<file path="src/rtl/core/nsp_pkg.sv">
// ----------------------------------------------------------------------------
// nsp_pkg: shared types and constants of the nested section profiler
// Holds the transaction payload structs, the action and status codes, the
// controller states and the command and status bundles between the modules.
// ----------------------------------------------------------------------------
package nsp_pkg;

  localparam int unsigned STACK_DEPTH_DEF   = 16;
  localparam int unsigned SECTION_COUNT_DEF = 64;
  localparam int unsigned TICK_BITS_DEF     = 32;

  localparam int unsigned ACTION_W = 2;
  localparam int unsigned ID_W     = 6;
  localparam int unsigned TS_W     = 32;
  localparam int unsigned STATUS_W = 2;
  localparam int unsigned COUNT_W  = 32;
  localparam int unsigned TOTAL_W  = 48;
  localparam int unsigned LEVEL_W  = 5;

  typedef enum logic [ACTION_W-1:0] {
    ACT_ENTER = 2'd0,
    ACT_EXIT  = 2'd1,
    ACT_QUERY = 2'd2
  } action_e;

  typedef enum logic [STATUS_W-1:0] {
    ST_OK    = 2'd0,
    ST_FULL  = 2'd1,
    ST_EMPTY = 2'd2,
    ST_BAD   = 2'd3
  } status_e;

  typedef enum logic [2:0] {
    S_CLEAR,
    S_IDLE,
    S_DECODE,
    S_EXIT_EL,
    S_EXIT_UPD,
    S_QUERY,
    S_DIV,
    S_RESPOND
  } state_e;

  typedef struct packed {
    logic [ACTION_W-1:0] action;
    logic [ID_W-1:0]     section_id;
    logic [TS_W-1:0]     timestamp;
  } in_item_t;

  typedef struct packed {
    logic [STATUS_W-1:0] status;
    logic [TS_W-1:0]     elapsed_ticks;
    logic [COUNT_W-1:0]  hit_count;
    logic [TOTAL_W-1:0]  total_ticks;
    logic [TS_W-1:0]     min_ticks;
    logic [TS_W-1:0]     max_ticks;
    logic [TOTAL_W-1:0]  average_ticks;
    logic [LEVEL_W-1:0]  stack_level;
  } out_item_t;

  typedef struct packed {
    logic    capture;
    logic    clear_step;
    logic    push;
    logic    pop;
    logic    calc_el;
    logic    update;
    logic    load_stats;
    logic    set_status;
    status_e status;
  } ctrl_cmd_t;

  typedef struct packed {
    action_e action;
    logic    stack_empty;
    logic    stack_full;
    logic    clear_last;
    logic    div_busy;
  } ctrl_sts_t;

endpackage

</file>
<file path="src/rtl/core/nsp_ctrl.sv">
// ----------------------------------------------------------------------------
// nsp_ctrl: profiler controller
// Sequences the clearing pass, decodes each transaction and steps the
// datapath through stack access, statistics update and division.
// ----------------------------------------------------------------------------
module nsp_ctrl
  import nsp_pkg::*;
(
  input  logic      clk_i,
  input  logic      rst_ni,
  input  logic      start_i,
  input  ctrl_sts_t sts_i,
  output ctrl_cmd_t cmd_o,
  output logic      busy_o,
  output logic      done_o
);

  state_e state_q, state_d;

  always_ff @(posedge clk_i or negedge rst_ni) begin
    if (!rst_ni) begin
      state_q <= S_CLEAR;
    end else begin
      state_q <= state_d;
    end
  end

  always_comb begin
    state_d = state_q;
    cmd_o   = '0;
    cmd_o.status = ST_OK;
    busy_o  = 1'b1;
    done_o  = 1'b0;
    case (state_q)
      S_CLEAR: begin
        cmd_o.clear_step = 1'b1;
        if (sts_i.clear_last) begin
          state_d = S_IDLE;
        end
      end
      S_IDLE: begin
        busy_o = 1'b0;
        if (start_i) begin
          cmd_o.capture = 1'b1;
          state_d       = S_DECODE;
        end
      end
      S_DECODE: begin
        case (sts_i.action)
          ACT_ENTER: begin
            if (sts_i.stack_full) begin
              cmd_o.set_status = 1'b1;
              cmd_o.status     = ST_FULL;
            end else begin
              cmd_o.push = 1'b1;
            end
            state_d = S_RESPOND;
          end
          ACT_EXIT: begin
            if (sts_i.stack_empty) begin
              cmd_o.set_status = 1'b1;
              cmd_o.status     = ST_EMPTY;
              state_d          = S_RESPOND;
            end else begin
              cmd_o.pop = 1'b1;
              state_d   = S_EXIT_EL;
            end
          end
          ACT_QUERY: begin
            state_d = S_QUERY;
          end
          default: begin
            cmd_o.set_status = 1'b1;
            cmd_o.status     = ST_BAD;
            state_d          = S_RESPOND;
          end
        endcase
      end
      S_EXIT_EL: begin
        cmd_o.calc_el = 1'b1;
        state_d       = S_EXIT_UPD;
      end
      S_EXIT_UPD: begin
        cmd_o.update = 1'b1;
        state_d      = S_DIV;
      end
      S_QUERY: begin
        cmd_o.load_stats = 1'b1;
        state_d          = S_DIV;
      end
      S_DIV: begin
        if (!sts_i.div_busy) begin
          state_d = S_RESPOND;
        end
      end
      S_RESPOND: begin
        done_o  = 1'b1;
        state_d = S_IDLE;
      end
      default: begin
        state_d = S_IDLE;
      end
    endcase
  end

endmodule
</file>
<file path="config.mk">
export PLATFORM = sky130hd
export DESIGN_NAME = nsp_ctrl
export DESIGN_NICKNAME = d
export VERILOG_FILES = /design/src/rtl/core/nsp_pkg.sv /design/src/rtl/core/nsp_ctrl.sv
export SDC_FILE = /design/constraint.sdc
export NUM_CORES = 1
export LEC_CHECK = 0
export BUFFER_PORTS_ARGS = -buffer_cell sky130_fd_sc_hd__buf_2
export CAP_MARGIN = 25
export CORE_AREA = 2 2 39 41
export CTS_CLUSTER_SIZE = 25
export DETAILED_ROUTE_END_ITERATION = 12
export DIE_AREA = 0 0 41 43
export SLEW_MARGIN = 10
export SYNTH_ARGS = -nofsm -noshare
export SYNTH_HDL_FRONTEND = slang
export SYNTH_SLANG_ARGS = --single-unit
export TNS_END_PERCENT = 20
</file>
<file path="constraint.sdc">
create_clock -name clk_i -period 1.36 [get_ports clk_i]
set_input_delay 0.068 -clock clk_i [delete_from_list [all_inputs] [get_ports clk_i]]
set_output_delay 0.068 -clock clk_i [all_outputs]
set_load 0.01 [all_outputs]
</file>
Yosys cells after proc, flatten, opt, wreduce, memory -nomap -nowiden
Cells that the tools add are included.
{"block": "word_totals", "in_bits": 9, "ramBits": 0, "latch_bits": 0, "out_inout_bits": 12, "wordCells": 40, "mem_count": 0, "reg_bits": 3, "romBits": 0}
{"block": "classes", "muxes": 23, "shifts": 0, "n_reduce_logical": 4, "bitwise_logic": 0, "n_eq_ne": 12, "div_mod_pow": 0, "mul": 0, "magnitude_cmp": 0, "n_addsub": 0}
{"op": "3-bit two-way mux", "count": 7}
{"op": "3-bit one-hot mux with 7 select lines", "count": 1}
{"op": "3-bit equality test, second input constant", "count": 4}
{"op": "1-bit two-way mux", "count": 12}
{"op": "3-bit one-hot mux with 3 select lines", "count": 1}
{"op": "3-bit by 2-bit equality test with 1-bit output, second input constant", "count": 2}
{"op": "2-bit != test, second input constant", "count": 3}
{"op": "3-bit one-hot mux with 2 select lines", "count": 1}
{"op": "3-bit by 1-bit equality test with 1-bit output, second input constant", "count": 1}
{"op": "3-bit zero test", "count": 1}
{"op": "3-bit AND reduction", "count": 1}
{"op": "2-bit by 1-bit equality test with 1-bit output, second input constant", "count": 1}
{"op": "2-bit equality test, second input constant", "count": 1}
{"op": "2-bit zero test", "count": 1}
{"op": "2-bit two-way mux", "count": 1}
{"op": "2-bit OR reduction", "count": 1}

Logic depth before layout (Yosys ltp)
Gate-level depths: netlist of the first run.
{"block": "depth", "word_depth": 3, "ltp_mapped": 5, "ltp_nobuf": 5}

Worst setup path before layout of the first run
No wires, ideal clock.
{"block": "synth_timing", "kind": "reg2out", "start": "register state_q[2]", "end": "output port cmd_o[9] in the netlist's numbering", "n_path_buf": 0, "path_slack_ps": 217, "t_arrival_ps": 1075, "t_required_ps": 1292, "stages_incl_launch_ff": 3, "cell_sequence": "dfrtp_1 > or3b_2 > nor2_1"}
{"item": "start: declaration", "line_no": "nsp_ctrl.sv:18", "rtl": "state_e state_q, state_d;"}
{"item": "start signal: assignment", "line_no": "nsp_ctrl.sv:24", "rtl": "state_q <= state_d;"}
{"item": "end: declaration", "line_no": "nsp_ctrl.sv:13", "rtl": "output ctrl_cmd_t cmd_o,"}

==> metrics, run 1 <==
status=complete, but fails checks; failing checks=negative setup slack; Crit path max-delay family=simple AND/OR/NAND/NOR gates; syn avg cell area=7.68 sq um; TritonCTS clock tree=yes; DRC violations left=0; Worst-path clk slew=30 ps; RSZ-0062 raised after global routing=true; Num CTS Buffers=3; Yosys cell types=17; Slowest-stage cell, CP=or3b_4; Die X=41 um; Synth area leaders=dfrtp_1 22%, ha_1 15%, a21oi_1 8.9%; fin cells=86; Hold Path Class=in -> reg; share of the synthesized area in the top cell type=22.2%; setup TNS=-129 ps; Worst-Margin Slew=203 ps; largest net degree at the start of global routing=14; Ports=21; Synth area leader=dfrtp_1; biggest cell delay along the critical path=440 ps; commonest non-fill, non-tap cell in the layout=buf_2; Final Cycle Share=104%; IO Port Bufs=20; Placer Congestion=0.659; Pre-antenna DRT Iters=2; Rel. slew slack=86.4%; max-cap violations=0; Worst Hold Endpoint=state_q[0]$_DFFE_PN0P_; Cells after DPL=80; worst reg2reg setup slack=260 ps; total leakage power=0.278 nW; initial antenna violation count=0; Mapped Nets=57; max reg flops=3; Synthesis Warnings=0; CP Data Required Time=1290 ps; crit end category=output pin; die height=43 um; Worst R2R End=state_q[2]$_DFFE_PN0P_; Total GRT Usage=9.26%; min setup slack post-route=-59.1 ps; HP Start=sts_i[0]; drt wl/cell=8.71 um; post-synthesis simple-gate area fraction=36.3%; core area=1380 sq um; clock buffer depth=2; # diodes=0; layout cells sized above 1=47.1%; Skew-Pair Late Insertion Delay=230 ps; Total Routed Length=749 um; global-route wire length before repair=1120 um; Pins Over Slew Limit=0; xor/xnor share of the synthesized area=0%; maximum clock rate=705 MHz; H-tree depth=1; Clk Tree Root Cell=clkbuf_4; DR vias=383; Compound-Gate Fraction of Synth Area=17.8%; sequential area share after synthesis=22.2%; P&R area growth vs syn=53.7%; Final nets=84; DR iter-0 viols=7; Yosys reg bits=3; PD cells=1690 nW/um^2; crit path cell chain=or3b_4, nor3b_2, buf_2; Hold Fails Final Rpt=0; DP Wirelength=614 um; Top Registers=state_q (3); vias in the first global route=297; min Tclk post-route=1420 ps; worst path arrival time=1350 ps; grt total ovfl=0; die area=1760 sq um; R2R depth=4; clock net sink count=3; Top reg by flops=state_q; Setup Viol. Count Final=4; Critical Path Fanout Max=5; Max Clock Skew=3.53 ps; synthesized area=338 sq um; Finished Core Util=37.5%; adder-cell share of the synthesized area=14.8%; Max IR drop VDD=0.000488 V; largest family of logic cells by synthesized area=simple AND/OR/NAND/NOR gates; WS Path Type=reg -> out; R2R Path Start=state_q[0]$_DFFE_PN0P_; hold-critical path depth=4; crit path buf inv count=1; Detail Route Antenna Nets=0; mux cell area share after synthesis=0%; drt via density=4.45; Initial Util=24.4%; Mapped Cells=44; CP Launch Type=register; row count=14; commonest non-fill, non-tap cells in the layout=20 x buf_2, 8 x nor2_1, 6 x a21oi_1
[cells by family after synthesis]
| kind of cell | count (synthesis) |
|---|---|
| AO/OA/AOI/OAI | 10 |
| adder cells (fa/ha/maj) | 4 |
| buffers and inverters | 7 |
| flip-flops | 3 |
| AND/OR/NAND/NOR | 20 |
[through the flow]
stage | total power [W] | instance area, sq um | worst slack, ps | hold slack, ps
floorplan | 0.000515 | 338 | 217 | -228
global placement | 0.000681 | 465 | 209 | -135
detailed placement | 0.000689 | 465 | 169 | -136
CTS | 0.000851 | 502 | -73.5 | 145
global route | 0.000967 | 519 | -115 | 187
finish | 0.000877 | 519 | -59.1 | 148
[area by class of cell]
cell class              instances  area [sq um]
repair buffers                 25           140
flip-flops and latches          3          75.1
clock buffers                   4          26.3
inverters                       4          15.0
fillers                       153           865
multi-input cells              34           243
well taps                      16          20.0
[power by group]
group	switching [W]	internal (W)	total, W
clock	0.0000414	0.000110	0.000151
combinational	0.000295	0.000264	0.000559
sequential	0.0000319	0.000135	0.000167
total	0.000368	0.000509	0.000877
[synthesized netlist by cell type]
cell type  n
o22ai_1    1
nor2_1     8
nand2_1    2
buf_2      3
a211oi_1   2
a2bb2oi_1  1
a21oi_1    6
inv_1      4
or3b_4     1
nor3b_1    2
or3b_2     1
and3b_1    1
nor3_1     2
nor3b_2    2
and3_1     1
ha_1       4
dfrtp_1    3
[worst min-delay path: stages]
cell and delay, ps:
buf_2 80, a2bb2oi_1 50, nor2_1 80, nor2_1 50
[worst max path at each step]
stage                      startpoint        to  slack [ps]  depth (start not counted)
4_1_cts        state_q[2]$_DFFE_PN0P_  cmd_o[6]         -70                          3
3_5_place_dp   state_q[0]$_DFFE_PN0P_  cmd_o[6]         170                          3
6_report       state_q[0]$_DFFE_PN0P_  cmd_o[6]         -60                          3
5_1_grt        state_q[0]$_DFFE_PN0P_  cmd_o[7]        -110                          3
3_3_place_gp   state_q[0]$_DFFE_PN0P_  cmd_o[7]         210                          3
2_1_floorplan  state_q[2]$_DFFE_PN0P_  cmd_o[9]         220                          2
[routing by layer]
layer	track usage [%]	vias up	wire (um)	share of wire (%)
li1	-	204	-	-
met1	11.3	164	336	45
met2	13.8	15	337	45
met3	2.09	0	76	10
met4	6.00	0	0	0
met5	0	-	0	0
[timing repair]
| action | 4_1_cts | 5_1_grt |
|---|---|---|
| buffers inserted | 0 | 1 |
| hold buffers | 1 | 0 |
| gates resized for setup | 0 | 2 |
| pin swaps | 2 | 1 |
| endpoints found under the hold margin | 3 | 0 |
| setup endpoints to repair | 6 | 7 |
(Power assumes the default switching activity.)
==> inputs of run 2 (changes only) <==
--- a/config.mk
+++ b/config.mk
@@ -11,6 +11,7 @@
 export CTS_CLUSTER_SIZE = 25
 export DETAILED_ROUTE_END_ITERATION = 12
 export DIE_AREA = 0 0 41 43
+export PLACE_DENSITY = 0.55
 export SLEW_MARGIN = 10
 export SYNTH_ARGS = -nofsm -noshare
 export SYNTH_HDL_FRONTEND = slang
==> run 2 against run 1 <==
  * The run still ends with negative setup slack left
  * Utilization down 1.3 points
  * Non-clock buffer count is 1 lower
  * Sequential share of layout area increased by 0.50 points
  * Sequential power barely moved
  * Critical path type unchanged
  * Largest power group unchanged
  * Highest routed layer is now met4
==> metrics, run 2 (synthesis gave the netlist of run 1 again) <==
drt wl/cell=8.94 um; DR vias=383; Max Clock Skew=5.05 ps; FILL cells=153; total leakage power=0.270 nW; Max IR drop VDD=0.000478 V; Initial Util=24.4%; Slowest-stage cell, CP=or3b_4; multi-input logic area=233 sq um; DR iter-0 viols=12; Total Routed Length=760 um; CP Data Required Time=1290 ps; row count=14; Skew-Pair Late Insertion Delay=240 ps; CP Launch Type=register; Setup Viol. Count Final=4; Num CTS Buffers=3; clock net sink count=3; Worst R2R End=state_q[2]$_DFFE_PN0P_; Top reg by flops=state_q; H-tree depth=1; Hold Fails Final Rpt=0; register area=75.1 sq um; min setup slack post-route=-60.0 ps; Die X=41 um; die area=1760 sq um; crit end category=output pin; DP Worst Slack=182 ps; largest net degree at the start of global routing=14; Worst-path clk slew=40 ps; Total GRT Usage=10.6%; maximum clock rate=704 MHz; biggest cell delay along the critical path=430 ps; crit path to=cmd_o[6]; commonest non-fill, non-tap cell in the layout=buf_2; RSZ-0062 raised after global routing=true; Final nets=83; vias in the first global route=305; area post-placement=465 sq um; Power, Total=0.000843 W; Pre-antenna DRT Iters=4; P&R area growth vs syn=48.5%; Crit. Startpoint=state_q[2]$_DFFE_PN0P_; drt via density=4.51; commonest non-fill, non-tap cells in the layout=20 x buf_2, 8 x nor2_1, 6 x a21oi_1, 4 x inv_1, 4 x ha_1; grt total ovfl=0; Final Cycle Share=104%; Hold Path Class=in -> reg; initial antenna violation count=0; max reg flops=3; core area=1380 sq um; crit path cell chain=or3b_4, nor3b_2, buf_2; Clk Tree Root Cell=clkbuf_4; failing checks=negative setup slack; Critical Path Fanout Max=5; Detail Route Antenna Nets=0; Setup Buffers After CTS=0; PD cells=1680 nW/um^2; worst path arrival time=1350 ps; R2R Path Start=state_q[2]$_DFFE_PN0P_; post-route cell area=502 sq um; DP Wirelength=589 um; TritonCTS clock tree=yes; Crit path max-delay family=simple AND/OR/NAND/NOR gates; die height=43 um; Ports=21; max-cap violations=0; crit path buf inv count=1; Top Registers=state_q (3); setup TNS=-132 ps; Rel. slew slack=87.8%; DRC violations left=0; Placer Congestion=0.652; status=complete, but fails checks; Worst-Margin Slew=182 ps; IO Port Bufs=20; # diodes=0; CTS resizes=0; WS Path Type=reg -> out; worst reg2reg setup slack=360 ps; R2R depth=3; Critical Path Stages=3; Pins Over Slew Limit=0; layout cells sized above 1=43.5%; min Tclk post-route=1420 ps; global-route wire length before repair=1260 um; clock buffer depth=2; WHS=136 ps
run 2: metrics by stage:
step / util, % / cells
2_1_floorplan: - / 44
3_3_place_gp: 33.6 / 80
3_5_place_dp: 33.6 / 80
4_1_cts: 36.3 / 85
5_1_grt: 36.3 / 85
6_report: 36.3 / 85
run 2: worst min-delay path by stage:
stage	end	start	cells after the start	slack, ps
after global routing	state_q[0]$_DFFE_PN0P_	rst_ni	2	170
final	state_q[0]$_DFFE_PN0P_	sts_i[0]	4	140
after floorplan	state_q[0]$_DFFE_PN0P_	rst_ni	0	-230
after detailed placement	state_q[1]$_DFFE_PN0P_	rst_ni	1	-140
after global placement	state_q[1]$_DFFE_PN0P_	rst_ni	1	-140
after CTS	state_q[0]$_DFFE_PN0P_	sts_i[0]	4	130
run 2: where the power goes:
| part | leakage, nW | switching, W | internal, W | total [W] |
|---|---|---|---|---|
| clock network | 0.0150 | 0.0000492 | 0.000110 | 0.000159 |
| registers | 0.0337 | 0.0000286 | 0.000135 | 0.000164 |
| logic | 0.222 | 0.000279 | 0.000240 | 0.000520 |
run 2: timing repair:
item | CTS | global route
endpoints found under the setup margin | 6 | 7
hold buffers | 1 | 0
endpoints found under the hold margin | 3 | 0
pin swaps | 2 | 0
run 2: worst min-delay path: stages:
cell and delay [ps]:
buf_2 70, a2bb2oi_1 50, nor2_1 80, nor2_1 50
run 2: layout make-up:
cell class              count  area share (%)
flip-flops and latches      3            15.0
multi-input cells          34            46.4
repair buffers             24            26.4
clock buffers               4            5.24
inverters                   4            2.99
well taps                  16            3.99
run 2: layer usage:
| metal | part of all wire, % | track usage (%) |
|---|---|---|
| met1 | 48 | 14.8 |
| met2 | 40 | 12.5 |
| met3 | 9.6 | 5.24 |
| met4 | 2.2 | 6.00 |
| met5 | 0 | 0 |
